**src/nps_pkg.sv**
```systemverilog
`timescale 1ns / 1ps

package nps_pkg;

  // Field widths fixed by the word format
  localparam int unsigned IdW   = 8;
  localparam int unsigned TickW = 16;
  localparam int unsigned PrioW = 8;
  localparam int unsigned SumW  = 32;

  // Operation codes of an input word
  typedef enum logic {
    OP_TICK = 1'b0,
    OP_ADD  = 1'b1
  } op_e;

  // One stored job
  typedef struct packed {
    logic [IdW-1:0]   id;
    logic [TickW-1:0] arrival;
    logic [TickW-1:0] burst;
    logic [TickW-1:0] remaining;
    logic [PrioW-1:0] prio;
  } slot_t;

  // Control of the selection unit
  typedef struct packed {
    logic clear;  // start a new search
    logic en;     // evaluate the candidate this cycle
  } pick_ctl_t;

endpackage

```
**src/nps_slot_mem.sv**
```systemverilog
`timescale 1ns / 1ps

module nps_slot_mem #(
  parameter int unsigned Depth = 16,
  parameter int unsigned IdxW  = 4
) (
  input  logic                clk_i,
  input  logic                wr_en_i,
  input  logic [IdxW-1:0]     wr_addr_i,
  input  nps_pkg::slot_t      wr_data_i,
  input  logic [IdxW-1:0]     rd_addr_i,
  output nps_pkg::slot_t      rd_data_o
);

  nps_pkg::slot_t mem_q [Depth];
  nps_pkg::slot_t rd_data_q;

  // One write port, one registered read port
  always_ff @(posedge clk_i) begin
    if (wr_en_i) begin
      mem_q[wr_addr_i] <= wr_data_i;
    end
    rd_data_q <= mem_q[rd_addr_i];
  end

  assign rd_data_o = rd_data_q;

endmodule

```
**src/nps_pick.sv**
```systemverilog
`timescale 1ns / 1ps

module nps_pick #(
  parameter int unsigned IdxW = 4
) (
  input  logic                           clk_i,
  input  logic                           rst_ni,
  input  nps_pkg::pick_ctl_t             ctl_i,
  input  logic                           cand_valid_i,
  input  logic [IdxW-1:0]                cand_idx_i,
  input  logic [nps_pkg::TickW-1:0]      cand_arrival_i,
  input  logic [nps_pkg::PrioW-1:0]      cand_prio_i,
  input  logic [nps_pkg::TickW-1:0]      now_i,
  output logic                           found_o,
  output logic [IdxW-1:0]                best_idx_o
);

  logic                      found_q;
  logic [IdxW-1:0]           best_idx_q;
  logic [nps_pkg::TickW-1:0] best_arr_q;
  logic [nps_pkg::PrioW-1:0] best_prio_q;
  logic                      eligible;
  logic                      better;

  // Candidate wins on lower priority number, then earlier arrival;
  // slots come in ascending order so an exact tie keeps the lower slot.
  assign eligible = cand_valid_i && (cand_arrival_i <= now_i);
  assign better   = !found_q || (cand_prio_i < best_prio_q) ||
                    ((cand_prio_i == best_prio_q) && (cand_arrival_i < best_arr_q));

  always_ff @(posedge clk_i or negedge rst_ni) begin
    if (!rst_ni) begin
      found_q <= 1'b0;
    end else if (ctl_i.clear) begin
      found_q <= 1'b0;
    end else if (ctl_i.en && eligible) begin
      found_q <= 1'b1;
    end
  end

  // Best-so-far payload
  always_ff @(posedge clk_i) begin
    if (!ctl_i.clear && ctl_i.en && eligible && better) begin
      best_idx_q  <= cand_idx_i;
      best_arr_q  <= cand_arrival_i;
      best_prio_q <= cand_prio_i;
    end
  end

  assign found_o    = found_q;
  assign best_idx_o = best_idx_q;

endmodule

```
**src/nonpreemptive_priority_scheduler_top.sv**
```systemverilog
`timescale 1ns / 1ps
// Per input word, from acceptance to result: an add scans for a free slot, one slot per
// cycle; a tick with a job running reads its slot, serves it and, when the job finishes,
// adds to both totals; a tick that has to pick first scans all TABLE_DEPTH slots through
// the one read port, then serves the chosen job, if one is eligible, in the same way.
// One word in flight; the next word is accepted the cycle after the result is taken.
// Reset (async, active low) clears valid bits, running flag, tick count and both totals.
module nonpreemptive_priority_scheduler_top #(
  parameter int unsigned TABLE_DEPTH = 16
) (
  input  logic                          clk_i,
  input  logic                          rst_ni,
  input  logic                          in_valid_i,
  output logic                          in_stall_o,
  input  logic                          operation_i,
  input  logic [nps_pkg::IdW-1:0]       job_id_i,
  input  logic [nps_pkg::TickW-1:0]     arrival_i,
  input  logic [nps_pkg::TickW-1:0]     burst_i,
  input  logic [nps_pkg::PrioW-1:0]     prio_i,
  output logic                          out_valid_o,
  input  logic                          out_stall_i,
  output logic                          busy_res_o,
  output logic [nps_pkg::IdW-1:0]       running_id_o,
  output logic                          finished_o,
  output logic [nps_pkg::TickW-1:0]     wait_ticks_o,
  output logic [nps_pkg::TickW-1:0]     turnaround_ticks_o,
  output logic [nps_pkg::SumW-1:0]      total_wait_o,
  output logic [nps_pkg::SumW-1:0]      total_turnaround_o,
  output logic                          add_rejected_o,
  output logic [nps_pkg::TickW-1:0]     now_o
);

  localparam int unsigned IdxW = $clog2(TABLE_DEPTH);
  localparam logic [IdxW-1:0] LastIdx = IdxW'(TABLE_DEPTH - 1);

  typedef enum logic [3:0] {
    ST_IDLE,
    ST_ADD,
    ST_SCAN,
    ST_SCAN_END,
    ST_PICK,
    ST_READ,
    ST_SERVE,
    ST_ACCUM,
    ST_OUT
  } state_e;

  state_e                    state_q;
  logic [TABLE_DEPTH-1:0]    valid_q;
  logic                      running_q;
  logic [IdxW-1:0]           slot_q;
  logic [IdxW-1:0]           idx_q;
  logic                      pend_q;
  logic [IdxW-1:0]           pend_idx_q;
  logic [nps_pkg::TickW-1:0] tick_q;
  logic [nps_pkg::SumW-1:0]  wait_sum_q;
  logic [nps_pkg::SumW-1:0]  ta_sum_q;

  // Latched input word
  nps_pkg::op_e              op_q;
  logic [nps_pkg::IdW-1:0]   id_in_q;
  logic [nps_pkg::TickW-1:0] arr_in_q;
  logic [nps_pkg::TickW-1:0] burst_in_q;
  logic [nps_pkg::PrioW-1:0] prio_in_q;
  logic [nps_pkg::TickW-1:0] now_q;

  // Result registers
  logic                      busy_q;
  logic [nps_pkg::IdW-1:0]   rid_q;
  logic                      fin_q;
  logic [nps_pkg::TickW-1:0] wt_q;
  logic [nps_pkg::TickW-1:0] ta_q;
  logic [nps_pkg::TickW-1:0] fin_burst_q;
  logic                      rej_q;

  logic                      in_acc;
  logic                      mem_we;
  logic [IdxW-1:0]           mem_waddr;
  nps_pkg::slot_t            mem_wdata;
  logic [IdxW-1:0]           mem_raddr;
  nps_pkg::slot_t            rd;
  nps_pkg::pick_ctl_t        pick_ctl;
  logic                      pick_found;
  logic [IdxW-1:0]           pick_idx;
  logic [nps_pkg::TickW-1:0] tick_inc;
  logic [nps_pkg::TickW-1:0] rem_dec;
  logic [nps_pkg::TickW:0]   ta_full;
  logic [nps_pkg::TickW-1:0] ta_sat;
  logic [nps_pkg::TickW-1:0] wt_calc;
  logic [nps_pkg::SumW:0]    wait_add;
  logic [nps_pkg::SumW:0]    ta_add;

  assign in_acc = in_valid_i && !in_stall_o;

  // Slot storage
  nps_slot_mem #(
    .Depth (TABLE_DEPTH),
    .IdxW  (IdxW)
  ) u_mem (
    .clk_i     (clk_i),
    .wr_en_i   (mem_we),
    .wr_addr_i (mem_waddr),
    .wr_data_i (mem_wdata),
    .rd_addr_i (mem_raddr),
    .rd_data_o (rd)
  );

  // Shared selection compare unit
  assign pick_ctl.clear = in_acc;
  assign pick_ctl.en    = pend_q;

  nps_pick #(
    .IdxW (IdxW)
  ) u_pick (
    .clk_i          (clk_i),
    .rst_ni         (rst_ni),
    .ctl_i          (pick_ctl),
    .cand_valid_i   (valid_q[pend_idx_q]),
    .cand_idx_i     (pend_idx_q),
    .cand_arrival_i (rd.arrival),
    .cand_prio_i    (rd.prio),
    .now_i          (now_q),
    .found_o        (pick_found),
    .best_idx_o     (pick_idx)
  );

  // Memory port steering
  always_comb begin
    mem_raddr = (state_q == ST_SCAN) ? idx_q : slot_q;
    mem_we    = 1'b0;
    mem_waddr = slot_q;
    mem_wdata = rd;
    mem_wdata.remaining = rem_dec;
    if (state_q == ST_ADD) begin
      mem_we    = !valid_q[idx_q];
      mem_waddr = idx_q;
      mem_wdata = '{id: id_in_q, arrival: arr_in_q, burst: burst_in_q,
                    remaining: burst_in_q, prio: prio_in_q};
    end else if (state_q == ST_SERVE) begin
      mem_we = 1'b1;
    end
  end

  // Service arithmetic
  assign tick_inc = (tick_q != '1) ? tick_q + 1'b1 : tick_q;
  assign rem_dec  = (rd.remaining != '0) ? rd.remaining - 1'b1 : '0;
  assign ta_full  = {1'b0, now_q} + 1'b1 - {1'b0, rd.arrival};
  assign ta_sat   = ta_full[nps_pkg::TickW] ? '1 : ta_full[nps_pkg::TickW-1:0];
  assign wt_calc  = (ta_q >= fin_burst_q) ? ta_q - fin_burst_q : '0;
  assign wait_add = {1'b0, wait_sum_q} + {{(nps_pkg::SumW-nps_pkg::TickW+1){1'b0}}, wt_calc};
  assign ta_add   = {1'b0, ta_sum_q} + {{(nps_pkg::SumW-nps_pkg::TickW+1){1'b0}}, ta_q};

  // Sequencer and control state
  always_ff @(posedge clk_i or negedge rst_ni) begin
    if (!rst_ni) begin
      state_q    <= ST_IDLE;
      valid_q    <= '0;
      running_q  <= 1'b0;
      slot_q     <= '0;
      idx_q      <= '0;
      pend_q     <= 1'b0;
      pend_idx_q <= '0;
      tick_q     <= '0;
      wait_sum_q <= '0;
      ta_sum_q   <= '0;
    end else begin
      pend_q     <= (state_q == ST_SCAN);
      pend_idx_q <= idx_q;
      unique case (state_q)
        ST_IDLE: begin
          if (in_acc) begin
            idx_q <= '0;
            if (nps_pkg::op_e'(operation_i) == nps_pkg::OP_ADD) begin
              state_q <= ST_ADD;
            end else if (running_q) begin
              state_q <= ST_READ;
            end else begin
              state_q <= ST_SCAN;
            end
          end
        end
        ST_ADD: begin
          if (!valid_q[idx_q]) begin
            valid_q[idx_q] <= 1'b1;
            state_q        <= ST_OUT;
          end else if (idx_q == LastIdx) begin
            state_q <= ST_OUT;
          end else begin
            idx_q <= idx_q + 1'b1;
          end
        end
        ST_SCAN: begin
          if (idx_q == LastIdx) begin
            state_q <= ST_SCAN_END;
          end else begin
            idx_q <= idx_q + 1'b1;
          end
        end
        ST_SCAN_END: begin
          state_q <= ST_PICK;
        end
        ST_PICK: begin
          if (pick_found) begin
            running_q <= 1'b1;
            slot_q    <= pick_idx;
            state_q   <= ST_READ;
          end else begin
            tick_q  <= tick_inc;
            state_q <= ST_OUT;
          end
        end
        ST_READ: begin
          state_q <= ST_SERVE;
        end
        ST_SERVE: begin
          if (rem_dec == '0) begin
            valid_q[slot_q] <= 1'b0;
            running_q       <= 1'b0;
            state_q         <= ST_ACCUM;
          end else begin
            tick_q  <= tick_inc;
            state_q <= ST_OUT;
          end
        end
        ST_ACCUM: begin
          wait_sum_q <= wait_add[nps_pkg::SumW] ? '1 : wait_add[nps_pkg::SumW-1:0];
          ta_sum_q   <= ta_add[nps_pkg::SumW] ? '1 : ta_add[nps_pkg::SumW-1:0];
          tick_q     <= tick_inc;
          state_q    <= ST_OUT;
        end
        ST_OUT: begin
          if (!out_stall_i) begin
            state_q <= ST_IDLE;
          end
        end
        default: begin
          state_q <= ST_IDLE;
        end
      endcase
    end
  end

  // Input latch and result payload
  always_ff @(posedge clk_i) begin
    if (in_acc) begin
      op_q       <= nps_pkg::op_e'(operation_i);
      id_in_q    <= job_id_i;
      arr_in_q   <= arrival_i;
      burst_in_q <= burst_i;
      prio_in_q  <= prio_i;
      now_q      <= tick_q;
      busy_q     <= 1'b0;
      rid_q      <= '0;
      fin_q      <= 1'b0;
      wt_q       <= '0;
      ta_q       <= '0;
      rej_q      <= 1'b0;
    end else begin
      if (state_q == ST_ADD && valid_q[idx_q] && idx_q == LastIdx) begin
        rej_q <= 1'b1;
      end
      if (state_q == ST_SERVE) begin
        busy_q <= 1'b1;
        rid_q  <= rd.id;
        if (rem_dec == '0) begin
          fin_q       <= 1'b1;
          ta_q        <= ta_sat;
          fin_burst_q <= rd.burst;
        end
      end
      if (state_q == ST_ACCUM) begin
        wt_q <= wt_calc;
      end
    end
  end

  assign in_stall_o         = (state_q != ST_IDLE);
  assign out_valid_o        = (state_q == ST_OUT);
  assign busy_res_o         = busy_q;
  assign running_id_o       = rid_q;
  assign finished_o         = fin_q;
  assign wait_ticks_o       = wt_q;
  assign turnaround_ticks_o = ta_q;
  assign total_wait_o       = wait_sum_q;
  assign total_turnaround_o = ta_sum_q;
  assign add_rejected_o     = rej_q;
  assign now_o              = now_q;

  // Checks
  a_fin_busy: assert property (@(posedge clk_i) disable iff (!rst_ni)
    out_valid_o && finished_o |-> busy_res_o)
    else $error("finished job reported without service");

  a_add_quiet: assert property (@(posedge clk_i) disable iff (!rst_ni)
    out_valid_o && op_q == nps_pkg::OP_ADD |-> !busy_res_o && !finished_o)
    else $error("add word reported service");

  a_run_valid: assert property (@(posedge clk_i) disable iff (!rst_ni)
    running_q |-> valid_q[slot_q])
    else $error("running job sits in a free slot");

  a_sum_mono: assert property (@(posedge clk_i) disable iff (!rst_ni)
    1'b1 |=> total_wait_o >= $past(total_wait_o))
    else $error("wait total decreased");

  a_tick_adv: assert property (@(posedge clk_i) disable iff (!rst_ni)
    state_q == ST_ADD |=> tick_q == $past(tick_q))
    else $error("add word advanced time");

endmodule

```
**config.mk**
```make
export PLATFORM = sky130hd
export DESIGN_NAME = nonpreemptive_priority_scheduler_top
export DESIGN_NICKNAME = d
export VERILOG_FILES = /design/src/nps_pkg.sv /design/src/nps_slot_mem.sv /design/src/nps_pick.sv /design/src/nonpreemptive_priority_scheduler_top.sv
export SDC_FILE = /design/constraint.sdc
export NUM_CORES = 2
export LEC_CHECK = 0
export BUFFER_PORTS_ARGS = -buffer_cell sky130_fd_sc_hd__buf_2
export CORE_ASPECT_RATIO = 1.75
export CORE_MARGIN = 4
export CORE_UTILIZATION = 56
export CTS_CLUSTER_DIAMETER = 150
export DETAILED_ROUTE_END_ITERATION = 8
export GPL_TIMING_DRIVEN = 0
export HOLD_SLACK_MARGIN = 0.02
export MAX_ROUTING_LAYER = met4
export PLACE_DENSITY = 0.77
export SETUP_SLACK_MARGIN = 0.02
export SYNTH_ARGS = -nofsm -noshare
export SYNTH_HDL_FRONTEND = slang
export SYNTH_SLANG_ARGS = --single-unit
```
**constraint.sdc**
```tcl
create_clock -name clk_i -period 5.15 [get_ports clk_i]
set_input_delay 1.03 -clock clk_i [delete_from_list [all_inputs] [get_ports clk_i]]
set_output_delay 1.03 -clock clk_i [all_outputs]
set_load 0.05 [all_outputs]
```
==> flow_metrics.py <==
metrics = {
    "outcome": {
        "outcome": "finished, final reports clean",
    },
    "yosys": {
        "synth-seq-area-share_pct": 70.0,
        "ys.flop_type": "edfxtp_1",
        "synthArstFlopShare_pct": 8.49,
        "ys_seq_elements": 1354,
        "ys_warn_count": 0,
        "yosysTopAreaCellShare_pct": 61.0,
        "synth_edf_count": 1132,
        "synth_area_leaders": "edfxtp_1 61%, mux4_2 11%, dfrtp_1 5.2%",
        "syn_nets": 3619,
        "synth_most_common_cell": "edfxtp_1",
        "synth_cell_types": 73,
        "synth_area_um2": 55700,
        "synthCells": 3438,
        "yosysTopAreaCell": "edfxtp_1",
        "synth_common_cells": "1132 x edfxtp_1, 360 x nand2_1, 265 x mux4_2",
        "syn_avg_cell_area_um2": 16.2,
    },
    "route": {
        "ant_nets": 0,
        "drc": 0,
        "routed-wl-met3_um": 11300,
        "wl_met1_um": 48400,
        "vias": 32900,
        "first_pass_iters": 5,
        "vias_per_cell": 6.33,
        "wl_met2_um": 75000,
        "first_iter_violations": 3573,
        "highest_layer": "met4",
        "drt_wl_total_um": 145000,
        "post_drt_wl_per_cell_um": 27.9,
    },
    "critical_path": {
        "start_kind": "flop",
        "slowest_stage": "dfxtp_2",
        "worstPathMaxFanout": 10,
        "path_cells": "inv_1, ha_1, fa_1, inv_1, a21o_1, a21oi_2, o221a_2, a211o_1, a21oi_2, clkbuf_2, and2_1, ha_1, a211oi_2, o21ai_1, a31oi_2, o21ai_2, o22a_4, buf_4, and2_1, nand2_1, mux2_2",
        "critical_path_buf_inv_count": 4,
        "cp.required_ps": 5780,
        "setup.worst_path.end_class": "flop",
        "worst_ep_arrival_time_ps": 5540,
        "critPathKind": "flop to flop",
        "critPathMaxStageDelay_ps": 430,
        "cp_top_family": "compound AO/OA/AOI/OAI gates",
    },
    "cts": {
        "cts_num_sinks": 1354,
        "cts_tree": "built",
        "insertion_delay_ps": 740,
        "clk_pin_slew_worst_paths_ps": 70,
        "root_buffer": "clkbuf_16",
        "cts_max_level": 3,
        "clk_path_buf_depth": 3,
        "cts_buffers": 113,
    },
    "sta": {
        "final_hold_viol_count": 0,
        "clock_skew_ps": 35.4,
        "report.final.slew_viol_count": 0,
        "fmax_mhz": 204,
        "rsz0062_at_grt": "yes",
        "finalCritPeriodShare_pct": 95.4,
        "relSlewSlack_pct": 13.9,
        "setup_viol": 0,
        "hold_slack_ps": 152,
        "worst_slew_pin_slew_ps": 1290,
        "period_needed_ps": 4910,
    },
    "pwr": {
        "p_total_mw": 36.4,
        "power.leakage_nw": 22.8,
        "max-vdd-ir-drop_mv": 0.321,
        "powerDensity_nw_per_um2": 575,
    },
    "layout": {
        "fin_util_pct": 64.2,
        "syn_to_final_growth_pct": 13.6,
        "finalNetCount": 3966,
        "fillCellCount": 6795,
        "fin_cells": 5193,
        "final_area_um2": 63300,
        "drive_gt1_share_pct": 19.9,
    },
    "floorplanning": {
        "io_pins": 178,
        "die_h_um": 425,
        "dieArea_um2": 105000,
        "rows": 152,
        "initial_utilization_pct": 56.6,
        "die_x_um": 246,
        "coreArea_um2": 98500,
    },
    "grt": {
        "grt_pass1_wl_um": 215000,
        "track_usage_pct": 28.7,
        "grt_pass1_vias": 33900,
        "grt_max_degree": 94,
        "overflow": 0,
        "grt_antenna_before_repair": 1,
    },
    "place": {
        "port_buffers": 177,
        "hpwlAfterDp_um": 97900,
        "gp_congestion": 0.954,
        "dp_cells": 4979,
        "placed_area_um2": 59400,
    },
    "job": {
        "maxCapViolations": 0,
    },
    "min_path": {
        "min_path_type": "input port to asynchronous set/reset pin",
    },
}
-- timing repair --
action / 4_1_cts / 5_1_grt
gates resized for setup: 20 / 12
setup endpoints to repair: 32 / 32
endpoints found under the hold margin: 0 / 0
hold buffers: 0 / 0
pin swaps: 1 / 2
setup buffers: 1 / 1
-- state kept, by name (all words and copies together) (netlist names), 32 cells and up --
register,flops
u_mem.rd_data_o,64
u_mem.mem_q,1024
total_wait_o,32
total_turnaround_o,32
-- worst reg2reg max path: stages, from the launching register on --
cell	delay [ps]
dfxtp_2	430
inv_1	80
ha_1	230
fa_1	410
inv_1	80
a21o_1	130
a21oi_2	80
o221a_2	300
a211o_1	290
a21oi_2	200
clkbuf_2	240
and2_1	190
ha_1	300
a211oi_2	240
o21ai_1	140
a31oi_2	310
o21ai_2	140
o22a_4	280
buf_4	170
and2_1	180
nand2_1	80
mux2_2	320
-- report_power, final --
group          leakage [nW]  internal (mW)  switching, mW  total [mW]
registers              12.7           15.0          0.810        15.8
clock network          1.85           4.88           3.91        8.79
logic                  8.33           3.89           7.89        11.8
-- worst paths after layout --
kind	start	end	slack (ps)	depth (start not counted)
setup / recovery	turnaround_ticks_o[0]$_SDFFE_PP0P_	total_wait_o[24]$_DFFE_PN0P_	240	21
setup reg to reg	turnaround_ticks_o[0]$_SDFFE_PP0P_	total_wait_o[24]$_DFFE_PN0P_	240	21
min in group clk_i	u_mem.rd_data_o[0]$_DFF_P_	u_pick.best_prio_q[0]$_DFFE_PP_	450	0
max in group asynchronous	rst_ni	valid_q[9]$_DFFE_PN0P_	4200	2
hold / removal	rst_ni	u_pick.found_o$_DFFE_PN0P_	150	1
hold reg to reg	u_mem.rd_data_o[0]$_DFF_P_	u_pick.best_prio_q[0]$_DFFE_PP_	450	0
-- final cells by class --
type	instances	area, um2	share of cell area (%)
Sequential cell	1354	39000	61.6
Timing Repair Buffer	235	1890	2.99
Inverter	111	417	0.658
Antenna cell	1	2.50	0.00395
Clock inverter	59	649	1.03
Multi-Input combinational cell	1814	15900	25.1
Clock buffer	154	3160	5.00
Buffer	156	642	1.01
Tap cell	1309	1640	2.59
-- stage by stage --
step,TNS [ps],setup slack (ps)
2_1_floorplan,-92590,-362
3_3_place_gp,-2395580,-4050
3_5_place_dp,-30490,-1090
4_1_cts,0,25.8
5_1_grt,0,1.72
6_report,0,237
-- metal layers --
layer / vias up / GRT usage [%]
met1: 16500 / 32.2
li1: 14100 / -
met3: 502 / 4.77
met2: 1785 / 48.5
met5: - / -
met4: 0 / 17.2
-- cell families after synthesis --
group                    Yosys count  share of synthesized area (%)
AO/OA/AOI/OAI                    508                           5.86
XOR/XNOR                          86                           1.35
multiplexers                     284                           11.1
flip-flops                      1354                           70.0
adder cells (fa/ha/maj)          128                           2.93
AND/OR/NAND/NOR                  808                           6.86
buffers and inverters            270                           1.91
-- placed cells by master (no fill, tap or decap), types with 35 or more instances in the layout --
master	instances
o21ai_0	57
a21oi_1	109
nor2_1	105
dfxtp_1	105
buf_2	208
nand3_1	62
mux4_2	265
xnor2_1	39
ha_1	124
edfxtp_1	1132
dfrtp_1	115
a31oi_1	98
nand2_1	359
inv_1	110
a211oi_1	69
clkbuf_1	131
clkbuf_16	115
buf_12	39
xor2_1	47
and2_1	84
a21o_1	35
No activity file was read; power rests on OpenSTA's default activity.
